===== config.mk =====
export PLATFORM = sky130hd
export DESIGN_NAME = bdeq_mod_cell
export DESIGN_NICKNAME = d
export VERILOG_FILES = /design/src/rtl/bdeq_pkg.sv /design/src/rtl/bdeq_mod_cell.sv
export SDC_FILE = /design/constraint.sdc
export NUM_CORES = 1
export LEC_CHECK = 0
export ABC_AREA = 1
export CORE_MARGIN = 2
export CORE_UTILIZATION = 55
export DETAILED_ROUTE_END_ITERATION = 8
export DONT_BUFFER_PORTS = 1
export GPL_TIMING_DRIVEN = 0
export PLACE_DENSITY = 0.74
export SETUP_SLACK_MARGIN = 0.3
export SLEW_MARGIN = 25
export SYNTH_ARGS = -nofsm -noshare
export SYNTH_HDL_FRONTEND = slang
export SYNTH_SLANG_ARGS = --single-unit

===== constraint.sdc =====
create_clock -name clk -period 0.8 [get_ports clk]
set_input_delay 0.04 -clock clk [delete_from_list [all_inputs] [get_ports clk]]
set_output_delay 0.04 -clock clk [all_outputs]
set_load 0.005 [all_outputs]

===== src/rtl/bdeq_pkg.sv =====
// ----------------------------------------------------------------------------
// bdeq_pkg: shared types and codes of the bounded double-ended queue
// Holds the request and response payloads, the action and status codes,
// and the link type of the modulo cell chain.
// ----------------------------------------------------------------------------
`default_nettype none

package bdeq_pkg;

	localparam int ACT_W  = 3;
	localparam int VAL_W  = 32;
	localparam int IDX_W  = 16;
	localparam int STAT_W = 2;
	localparam int CAP_W  = 9;

	localparam logic [ACT_W-1:0] ACT_PUSH_FRONT = 3'd0;
	localparam logic [ACT_W-1:0] ACT_PUSH_BACK  = 3'd1;
	localparam logic [ACT_W-1:0] ACT_POP_FRONT  = 3'd2;
	localparam logic [ACT_W-1:0] ACT_POP_BACK   = 3'd3;
	localparam logic [ACT_W-1:0] ACT_READ       = 3'd4;

	localparam logic [STAT_W-1:0] ST_OK    = 2'd0;
	localparam logic [STAT_W-1:0] ST_FULL  = 2'd1;
	localparam logic [STAT_W-1:0] ST_EMPTY = 2'd2;

	typedef struct packed {
		logic [ACT_W-1:0] action;
		logic [VAL_W-1:0] item_value;
		logic [IDX_W-1:0] read_index;
	} bdeq_req_t;

	typedef struct packed {
		logic [VAL_W-1:0]  read_value;
		logic [STAT_W-1:0] status;
		logic [CAP_W-1:0]  element_count;
	} bdeq_rsp_t;

	// One link of the modulo chain: partial remainder and the index bits left.
	typedef struct packed {
		logic             valid;
		logic [CAP_W-1:0] rem;
		logic [IDX_W-1:0] idx;
	} bdeq_cell_t;

endpackage

`default_nettype wire


===== src/rtl/bdeq_mod_cell.sv =====
// ----------------------------------------------------------------------------
// bdeq_mod_cell: one step of the index modulo chain
// Shifts in the next index bit and subtracts the capacity when the partial
// remainder reaches it; registers the result for the next cell.
// ----------------------------------------------------------------------------
`default_nettype none

module bdeq_mod_cell (
	input  wire                                  clk,
	input  wire                                  arst_n,
	input  wire logic [bdeq_pkg::CAP_W-1:0]      cap,
	input  wire bdeq_pkg::bdeq_cell_t            prev,
	output bdeq_pkg::bdeq_cell_t                 next
);

	logic                         valid_q;
	logic [bdeq_pkg::CAP_W-1:0]   rem_q;
	logic [bdeq_pkg::IDX_W-1:0]   idx_q;
	logic [bdeq_pkg::CAP_W:0]     shifted;
	logic [bdeq_pkg::CAP_W-1:0]   rem_nxt;

	always_comb begin
		shifted = {prev.rem, prev.idx[bdeq_pkg::IDX_W-1]};
		if (shifted >= {1'b0, cap}) begin
			rem_nxt = bdeq_pkg::CAP_W'(shifted - {1'b0, cap});
		end else begin
			rem_nxt = shifted[bdeq_pkg::CAP_W-1:0];
		end
	end

	always_ff @(posedge clk or negedge arst_n) begin
		if (!arst_n) begin
			valid_q <= 1'b0;
		end else begin
			valid_q <= prev.valid;
		end
	end

	always_ff @(posedge clk) begin
		rem_q <= rem_nxt;
		idx_q <= {prev.idx[bdeq_pkg::IDX_W-2:0], 1'b0};
	end

	assign next.valid = valid_q;
	assign next.rem   = rem_q;
	assign next.idx   = idx_q;

endmodule

`default_nettype wire


## Word-level counts from Yosys, hierarchy flattened

Cells that the tools add are included.
Widths: inputs -> output; s select.

- Logic and storage cells: 6
- Register bits: 25
- Output and inout bits: 26

- Order comparisons: 1
- Muxes and demuxes: 1
- Add/subtract/negate cells: 1

Operator list:

| kind | count |
|---|---|
| $ge 10x9->1 | 1 |
| $mux 9 | 1 |
| $sub 9x9->9 | 1 |

## Logic depth before layout (Yosys ltp)

Gate-level depths: netlist of the first run.

- Word-level depth: 2
- Mapped depth: 12

## Worst setup path before layout of the first run

Ideal clock, no wire load.

- Path type: input to register
- Start point: input prev[15] in the netlist's numbering
- End point: register rem_q[7] in the netlist's numbering
- Buffers on the path: 0
- Arrival: 1.203 ns
- Path slack: -0.516 ns
- Stages: 10
- Path through: inv_1 -> ha_1 -> inv_1 -> fa_1 -> nand3_2 -> nand3_2 -> nand2_2 -> nand2_4 -> nand2_1 -> nand2_1

- Cells in the longest elaborated chain, start to end: 2
- Elaborated cells on any way between the ends: 3
- Classes of those cells: add/sub: 1; order compare: 1; mux: 1

Ends and longest elaborated chain:

| what | line | text |
|---|---|---|
| from (decl) | bdeq_mod_cell.sv:12 | `input wire bdeq_pkg::bdeq_cell_t prev,` |
| $sub 9x9->9 or $ge 10x9->1 (tied branches) | bdeq_mod_cell.sv:25, bdeq_mod_cell.sv:24 |  |
| $mux 9 * | bdeq_mod_cell.sv:24 | `if (shifted >= {1'b0, cap}) begin` |
| named net rem_nxt, one bit | bdeq_mod_cell.sv:20 | `logic [bdeq_pkg::CAP_W-1:0] rem_nxt;` |
| to (signal assigned) | bdeq_mod_cell.sv:40 | `rem_q <= rem_nxt;` |
| to (decl) | bdeq_mod_cell.sv:17 | `logic [bdeq_pkg::CAP_W-1:0] rem_q;` |

The timed path passes the listed nets; every way through them passes the cells marked *.

## Worst setup path after layout of the first run

- Start point: input prev[15] in the netlist's numbering
- End point: register rem_q[3] in the netlist's numbering

The elaborated chain is that of the path after synthesis.

==> results of run 1 <==
==> worst max-delay path: cells and delay by family <==
kind,cells,cell delay [ns]
adders and majority gates,2,0.54
buffers and inverters,2,0.07
and+or+nand+nor,6,0.69
==> synth_stat cells <==
cell type,instances
nand2_1,51
inv_1,26
dfxtp_1,24
nand3_1,15
ha_1,9
nand2_2,5
nor2_1,4
a21oi_1,3
nand3_2,3
xor2_1,3
buf_4,2
inv_2,2
nand4_1,2
nor2_4,2
buf_6,1
conb_1,1
dfrtp_1,1
fa_1,1
nand2_4,1
nor2_2,1
nor3_1,1
==> what timing repair did <==
action,4_1_cts,5_1_grt
buffers inserted,11,7
resized for setup,54,25
setup endpoints to repair,34,34
pin swaps,11,22
gates cloned,2,0
hold endpoints to repair,26,1
==> routing by layer <==
layer | vias up | global-route usage, % | share of wire [%]
li1 | 586 | - | -
met1 | 707 | 35.7 | 33
met2 | 201 | 52.2 | 44
met3 | 59 | 6.43 | 15
met4 | 0 | 18.5 | 8.1
met5 | - | 0 | 0
==> cell type report <==
class	instances	area (um2)
diodes	1	2.50
plain buffers	3	30.0
clock buffers	3	22.5
clock inverters	1	5.00
fillers	45	77.6
inverters	28	151
multi-input cells	104	845
flip-flops and latches	25	536
well taps	28	35.0
repair buffers	44	444
==> power by group through the flow <==
| stage | Clock, mW | Sequential (mW) | Combinational [mW] |
|---|---|---|---|
| final | 0.635 | 1.48 | 1.24 |
| after global routing | 0.639 | 1.48 | 1.28 |
| after CTS | 0.584 | 1.46 | 0.879 |
| after detailed placement | 0 | 1.46 | 0.529 |
| after global placement | 0 | 1.46 | 0.512 |
| after floorplan | 0 | 1.45 | 0.447 |
==> registers in the layout, summed over array words and instances, names as in the netlist <==
name	count
idx_q	15
rem_q	9
valid_q	1
==> metrics by stage <==
stage	setup WS [ns]	cell area [um2]	hold WS [ns]
finish	-0.325	2070	-0.106
global route	-0.443	2070	-0.0922
CTS	-0.103	1920	-0.0926
detailed placement	-0.615	1300	-0.256
global placement	-0.581	1300	-0.256
floorplan	-0.392	1260	-0.256
==> cells by family (layout without fill, tap and decap cells) <==
logic type	Yosys count	count (layout)	synth area share (%)
AND/OR/NAND/NOR	85	87	33.0
buffers and inverters	31	79	10.8
flip-flops	25	25	41.6
adder cells (fa/ha/maj)	10	10	10.9
AO/OA/AOI/OAI	3	3	1.24
XOR/XNOR	3	3	2.16
other	1	2	0.309
==> worst min path at each step <==
stage / cells past startpoint / end / startpoint / slack, ns
3_3_place_gp: 0 / valid_q / arst_n / -0.26
6_report: 1 / valid_q / arst_n / -0.11
4_1_cts: 1 / valid_q / arst_n / -0.09
3_5_place_dp: 0 / valid_q / arst_n / -0.26
2_1_floorplan: 0 / valid_q / arst_n / -0.26
5_1_grt: 1 / valid_q / arst_n / -0.09
==> layout by cell type, fill, tap and decap left out, types with 2 or more instances in the layout <==
cell,count
dlygate4sd3_1,26
a21oi_1,3
inv_2,5
ha_4,8
nand2_2,11
inv_4,3
buf_6,5
nand4_1,2
inv_1,17
buf_12,3
nand2_1,42
nand3_1,7
clkbuf_4,3
nand2_4,4
nor2_1,3
nor2_4,4
buf_4,13
nand2_8,2
nand3_2,8
dfxtp_2,24
nand3_4,3
xor2_1,3
==> summary.md, run 1 <==
| Metric | Value |
|---|---|
| Status | finished, violations left |
| Violated checks | negative hold slack, negative setup slack |
| RSZ-0062 raised after global routing | true |
| Nets | between 200 and 300 |
| Max-Cap Viols | 0 |
| Share of layout cells above drive strength 1 | slightly below 50% |
| Slowest-stage cell, CP | fa_2 |
| Die Y | 51 um |
| Pwr per Cell Area | 1620 mW/mm2 |
| Vias per cell | 6.55 |
| Worst path max stage delay | approximately 0.41 ns |
| Setup WS post-layout | -0.325 ns |
| Non-filler cells, final | 237 |
| Top achievable clock speed | ~900 MHz |
| Hold-fix buffers at CTS | 26 |
| ANT nets after route | 0 |
| Final setup viols | 10 |
| Vias post-DR | 1553 |
| IO Count | 63 |
| Largest net degree at the start of global routing | 15 |
| Post-Syn Instances | 158 |
| GP Congestion | 0.796 |
| Port bufs | 0 |
| Total GRT Usage | 30.9% |
| Inst Count DP | 186 |
| Synth top area cells | dfxtp_1, nand2_1, ha_1, inv_1, nand3_1 |
| Starting Density | approximately 57% |
| Final core occ | between 90% and 100% |
| Cell taking the most area after synthesis | dfxtp_1 |
| Max IR drop VDD | 1.29 mV |
| First DRT Iteration DRCs | 96 |
| DR WL/cell | roughly 26 um |
| Final Max Tran Viols | 0 |
| Core area | 0.00215 mm2 |
| Initial antenna violation count | 1 |
| CP Launch Type | primary input |
| Max Buffers Root-to-Sink | 2 |
| Synth top area share | 39.5% |
| Worst Path Required | 1.03 ns |
| Die area | 0.00260 mm2 |
| Syn-to-layout area delta | 70.4% |
| Syn_nets | around 210 |
| Root buffer selected by CTS | clkbuf_4 |
| Worst Hold Slack | -0.106 ns |
| Switching pwr | 1.21 mW |
| Global-route wire length before repair | 5930 um |
| Post-Route WL | 6220 um |
| HPWL Detailed | 1870 um |
| TNS Setup | -2.41 ns |
| TritonRoute pass-1 iters | 5 |
| Gr ovfl total | 0 |
| Critical path class | primary input to flop |
| Hold/Removal Path Class | primary input to asynchronous set/reset pin |
| Fin crit period | 1.12 ns |
| #FFs+latches synth | 25 |
| Internal | 2.14 mW |
| Post-Syn Area per Cell | 7.69 um2 |
| Vias in the first global route | 1295 |
| Worst Path Max Fanout | 6 |
| Crit path capture type | flop |
| Share of power burned in the clock network | 19.0% |
| CTS tree | done |
| Post-synthesis sequential area ratio | 41.6% |
| Leak pwr | ~0.97 nW |
| CP endpoint | rem_q[3] |
| Netlist cell types | 21 |
| Sequential Power Share | 44.0% |
| Row cnt | 17 |
| Sw frac | 36.0% |
| Die width | 51 um |
| Num Clock Sinks | 25 |
| DRC viols | 0 |
| H-tree level count | 1 |
| Worst Path Arrival | 1.35 ns |
| Hold Vio Cnt, Final | 1 |
| Tot Pwr | roughly 3.3 mW |
| Period utilisation layout | 141% |
| Synthesized cell area | 0.00121 mm2 |
| Number of CTS-inserted buffers | 3 |
| Clk slew on worst S/H paths | 0.16 ns |
| Logic pwr share | 37.0% |
| Synth warn | 0 |
| Crit path cell chain | clkinv_16 -> ha_4 -> inv_4 -> fa_2 -> nand3_4 -> nand3_4 -> nand2_8 -> nand2_4 -> nand2_1 -> nand2_1 |
| CP startpoint | prev[15] |
Power figures use the tool's default switching activity.
==> run 2, diff against run 1 <==
--- a/config.mk
+++ b/config.mk
@@ -6,12 +6,11 @@
 export NUM_CORES = 1
 export LEC_CHECK = 0
 export ABC_AREA = 1
-export CORE_MARGIN = 2
 export CORE_UTILIZATION = 55
 export DETAILED_ROUTE_END_ITERATION = 8
 export DONT_BUFFER_PORTS = 1
 export GPL_TIMING_DRIVEN = 0
-export PLACE_DENSITY = 0.74
+export PLACE_DENSITY_LB_ADDON = 0.2
 export SETUP_SLACK_MARGIN = 0.3
 export SLEW_MARGIN = 25
 export SYNTH_ARGS = -nofsm -noshare
==> summary.md, run 2 <==
| Metric | Value |
|---|---|
| HPWL Detailed | 1860 um (-0.56%) |
| Num Clock Sinks | 25 (unchanged) |
| Run Error | [ERROR DPL-0038] Utilization greater than 100%, impossible to legalize |
| Post-Syn Instances | 158 (unchanged) |
| Synth warn | 0 (unchanged) |
| Max Buffers Root-to-Sink | 2 (unchanged) |
| IO Count | 63 (unchanged) |
| Port bufs | 0 (unchanged) |
| Number of CTS-inserted buffers | 3 (unchanged) |
| Synthesized cell area | 0.00121 mm2 (unchanged) |
| Cell taking the most area after synthesis | dfxtp_1 |
| Syn_nets | 205 (unchanged) |
| GP Congestion | 0.774 (-2.8%) |
| Inst Count DP | 185 (-0.54%) |
| Die width | 49 um (-3.9%) |
| Type of pin the worst path ends at | register input |
| Starting Density | 60.1% (+3.5 points) |
| Top FF cell, synth | dfxtp_1 |
| Post-synthesis sequential area ratio | 41.6% (unchanged) |
| GR repair worst EP | rem_q[8]$_DFF_P_/D |
| Most frequent cells after synthesis | nand2_1, inv_1, dfxtp_1 |
| Synth top area share | 39.5% (unchanged) |
| Status | stopped before the end |
| Fraction of registers with async set/reset | 4.00% (unchanged) |
| Count leader, synth | nand2_1 |
| #FFs+latches synth | 25 (unchanged) |
| Largest net degree at the start of global routing | 14 |
| Post-synth EDFFs | 0 (unchanged) |
| Die Y | 49 um (-3.9%) |
| H-tree level count | 1 (unchanged) |
| Netlist cell types | 21 (unchanged) |
| Stopped at | global routing (5_1_grt) |
| Row cnt | 16 (-1) |
| Place WS | -0.625 ns (-0.00994 ns) |
| Post-Syn Area per Cell | 7.69 um2 (unchanged) |
| Root buffer selected by CTS | clkbuf_4 |
| Synth top area cells | dfxtp_1, nand2_1, ha_1, inv_1, nand3_1 |
run 2: stage by stage:
stage | instance area, um2 | hold WS [ns]
after CTS | 1840 | -0.138
after global placement | 1300 | -0.256
after detailed placement | 1300 | -0.256
after floorplan | 1260 | -0.256
run 2: timing repair:
action / CTS
pin swaps: 10
resized for setup: 45
buffers inserted: 16
gates cloned: 1
setup endpoints to repair: 34
hold buffers: 23
hold endpoints to repair: 26
run 2: kinds of logic after synthesis:
kind of cell    Yosys count  synth area share [%]
compound gates            3                  1.24
xor+xnor                  3                  2.16
fa+ha+maj                10                  10.9
buf+inv                  31                  10.8
flops                    25                  41.6
other cells               1                 0.309
simple gates             85                  33.0
==> run 3, diff against run 2 <==
--- a/config.mk
+++ b/config.mk
@@ -6,12 +6,12 @@
 export NUM_CORES = 1
 export LEC_CHECK = 0
 export ABC_AREA = 1
-export CORE_UTILIZATION = 55
+export CORE_AREA = 2 2 63 65
 export DETAILED_ROUTE_END_ITERATION = 8
+export DIE_AREA = 0 0 65 67
 export DONT_BUFFER_PORTS = 1
 export GPL_TIMING_DRIVEN = 0
-export PLACE_DENSITY_LB_ADDON = 0.2
-export SETUP_SLACK_MARGIN = 0.3
+export PLACE_DENSITY_LB_ADDON = 0.15
 export SLEW_MARGIN = 25
 export SYNTH_ARGS = -nofsm -noshare
 export SYNTH_HDL_FRONTEND = slang
==> constraint.sdc (replaced) <==
create_clock -name clk -period 1 [get_ports clk]
set_input_delay 0.05 -clock clk [delete_from_list [all_inputs] [get_ports clk]]
set_output_delay 0.05 -clock clk [all_outputs]
set_load 0.005 [all_outputs]
==> summary.md, run 3 (synthesized netlist as in run 1, its figures left out) <==
| Metric | Value |
|---|---|
| Starting Density | 33.7% (-26 points) |
| ANT nets after route | 0 |
| Crit path capture type | flop |
| Biggest regs | idx_q x15, rem_q x9, valid_q x1 |
| H-tree level count | 1 (unchanged) |
| CTS tree | done |
| Die width | 65 um (+33%) |
| Share of power burned in the clock network | 23.7% |
| Syn-to-layout area delta | 65.4% |
| Met1 GRT Util | 17.7% |
| GP Congestion | 0.786 (+1.6%) |
| HPWL Detailed | 2030 um (+9.4%) |
| TritonRoute pass-1 iters | 4 |
| Worst Path Arrival | 1.19 ns |
| Global-route wire length before repair | 4640 um |
| Post-Route WL | 3260 um |
| Sw frac | slightly below 30% |
| CP Launch Type | primary input |
| Largest net degree at the start of global routing | 15 |
| Met2 Use GR | 23.1% |
| Die area | around 0.0044 mm2 |
| Critical path class | primary input to flop |
| Post-route cell area | 0.00201 mm2 |
| Total GRT Usage | 14.0% |
| Pwr per Cell Area | 1240 mW/mm2 |
| Clk slew on worst S/H paths | 0.09 ns |
| GRT Max-Usage Layer | met2 |
| Met3 Usage GRT | 3.38% |
| Max-Cap Viols | 0 |
| Row cnt | 22 (+6) |
| Switching pwr | 730 uW |
| Final Max Tran Viols | 0 |
| Max IR drop VDD | 0.495 mV |
| Internal | 1.75 mW |
| Vias post-DR | 1146 |
| Die Y | 67 um (+37%) |
| Final setup viols | 5 |
| Setup WS post-layout | -0.0282 ns |
| Vias in the first global route | 1031 |
| Worst Path Required | 1.16 ns |
| Period utilisation layout | 103% |
| Hold Vio Cnt, Final | 0 |
| Reg with most FFs | idx_q |
| Most frequent cells in the layout | nand2_1, dlygate4sd3_1, dfxtp_1 |
| Leading cell type in the layout, fill and taps excluded | nand2_1 |
| DRC viols | 0 |
| Core area | between 0.003 and 0.004 mm2 |
| Root buffer selected by CTS | clkbuf_8 |
| Tot Pwr | 2.48 mW |
| IO Count | 63 (unchanged) |
| DR WL/cell | ~13 um |
| Post-DP Area | 0.00132 mm2 (+2.0%) |
| Nets | 255 |
| Diodes inserted | 0 |
| Largest register FFs | 15 |
| Num Clock Sinks | 25 (unchanged) |
| Status | finished, violations left |
| Gr ovfl total | 0 |
| Share of layout cells above drive strength 1 | 34.3% |
| Port bufs | 0 (unchanged) |
| Logic pwr share | 30.0% |
| Number of CTS-inserted buffers | 3 (unchanged) |
| Hold Path Depth | 4 |
| Top achievable clock speed | 973 MHz |
| Vias per cell | approximately 4.5 |
| Fin crit period | 1.03 ns |
| Leak pwr | between 0.9 and 1 nW |
| Hold/Removal Path Class | primary input to flop |
| Sequential Power Share | 46.2% |
| TNS Setup | -0.0522 ns |
| Worst Path Max Fanout | 5 |
| First DRT Iteration DRCs | 25 |
| Max Buffers Root-to-Sink | 2 (unchanged) |
| Violated checks | negative setup slack |
| Initial antenna violation count | 0 |
| RSZ-0062 raised after global routing | true |
[run 3: what timing repair did]
item | CTS | global route
buffers inserted | 5 | 12
gates resized for setup | 9 | 29
pin swaps | 3 | 21
hold buffers | 27 | 0
endpoints found under the hold margin | 26 | 0
gates cloned | 1 | 1
setup endpoints to repair | 9 | 9
[run 3: final timing paths]
check,from,endpoint,slack (ns)
worst max-delay path,prev[15],rem_q[4],-0.03
worst min-delay path,cap[0],rem_q[0],0.05
max in group asynchronous,arst_n,valid_q,0.39
min in group asynchronous,arst_n,valid_q,0.51
[run 3: metrics by stage]
stage | utilization [%] | cells | setup WS (ns) | hold WS, ns
finish | 55.7 | 255 | -0.0282 | 0.0533
global route | 55.7 | 255 | -0.0830 | 0.0688
CTS | 49.6 | 243 | -0.0163 | 0.0464
detailed placement | 36.7 | 206 | -0.453 | -0.246
global placement | 36.7 | 206 | -0.455 | -0.246
floorplan | - | 158 | -0.202 | -0.246
[run 3: cell type report]
cell class	count	area, um2
Timing Repair Buffer	43	410
Sequential cell	25	505
Clock inverter	1	5.00
Inverter	28	134
Clock buffer	3	41.3
Fill cell	315	1600
Multi-Input combinational cell	104	827
Tap cell	48	60.1
Buffer	3	26.3
[run 3: per-layer routing]
layer / vias up / wire (um)
li1: 577 / -
met1: 506 / 1420
met2: 59 / 1540
met3: 4 / 271
met4: 0 / 28
met5: - / 0
[run 3: worst max-delay path: stages]
cell,delay (ns)
clkinv_16,0.02
ha_4,0.12
inv_4,0.03
fa_2,0.40
nand3_4,0.11
nand3_4,0.11
nand2_8,0.12
nand2_8,0.08
nand2_2,0.08
nand2_2,0.05
[run 3: power groups by stage]
stage | registers, mW | logic [mW] | clock network (mW)
after floorplan | 1.16 | 0.358 | 0
after global placement | 1.17 | 0.423 | 0
final | 1.15 | 0.745 | 0.590
after global routing | 1.16 | 0.825 | 0.662
after CTS | 1.15 | 0.598 | 0.628
after detailed placement | 1.17 | 0.430 | 0
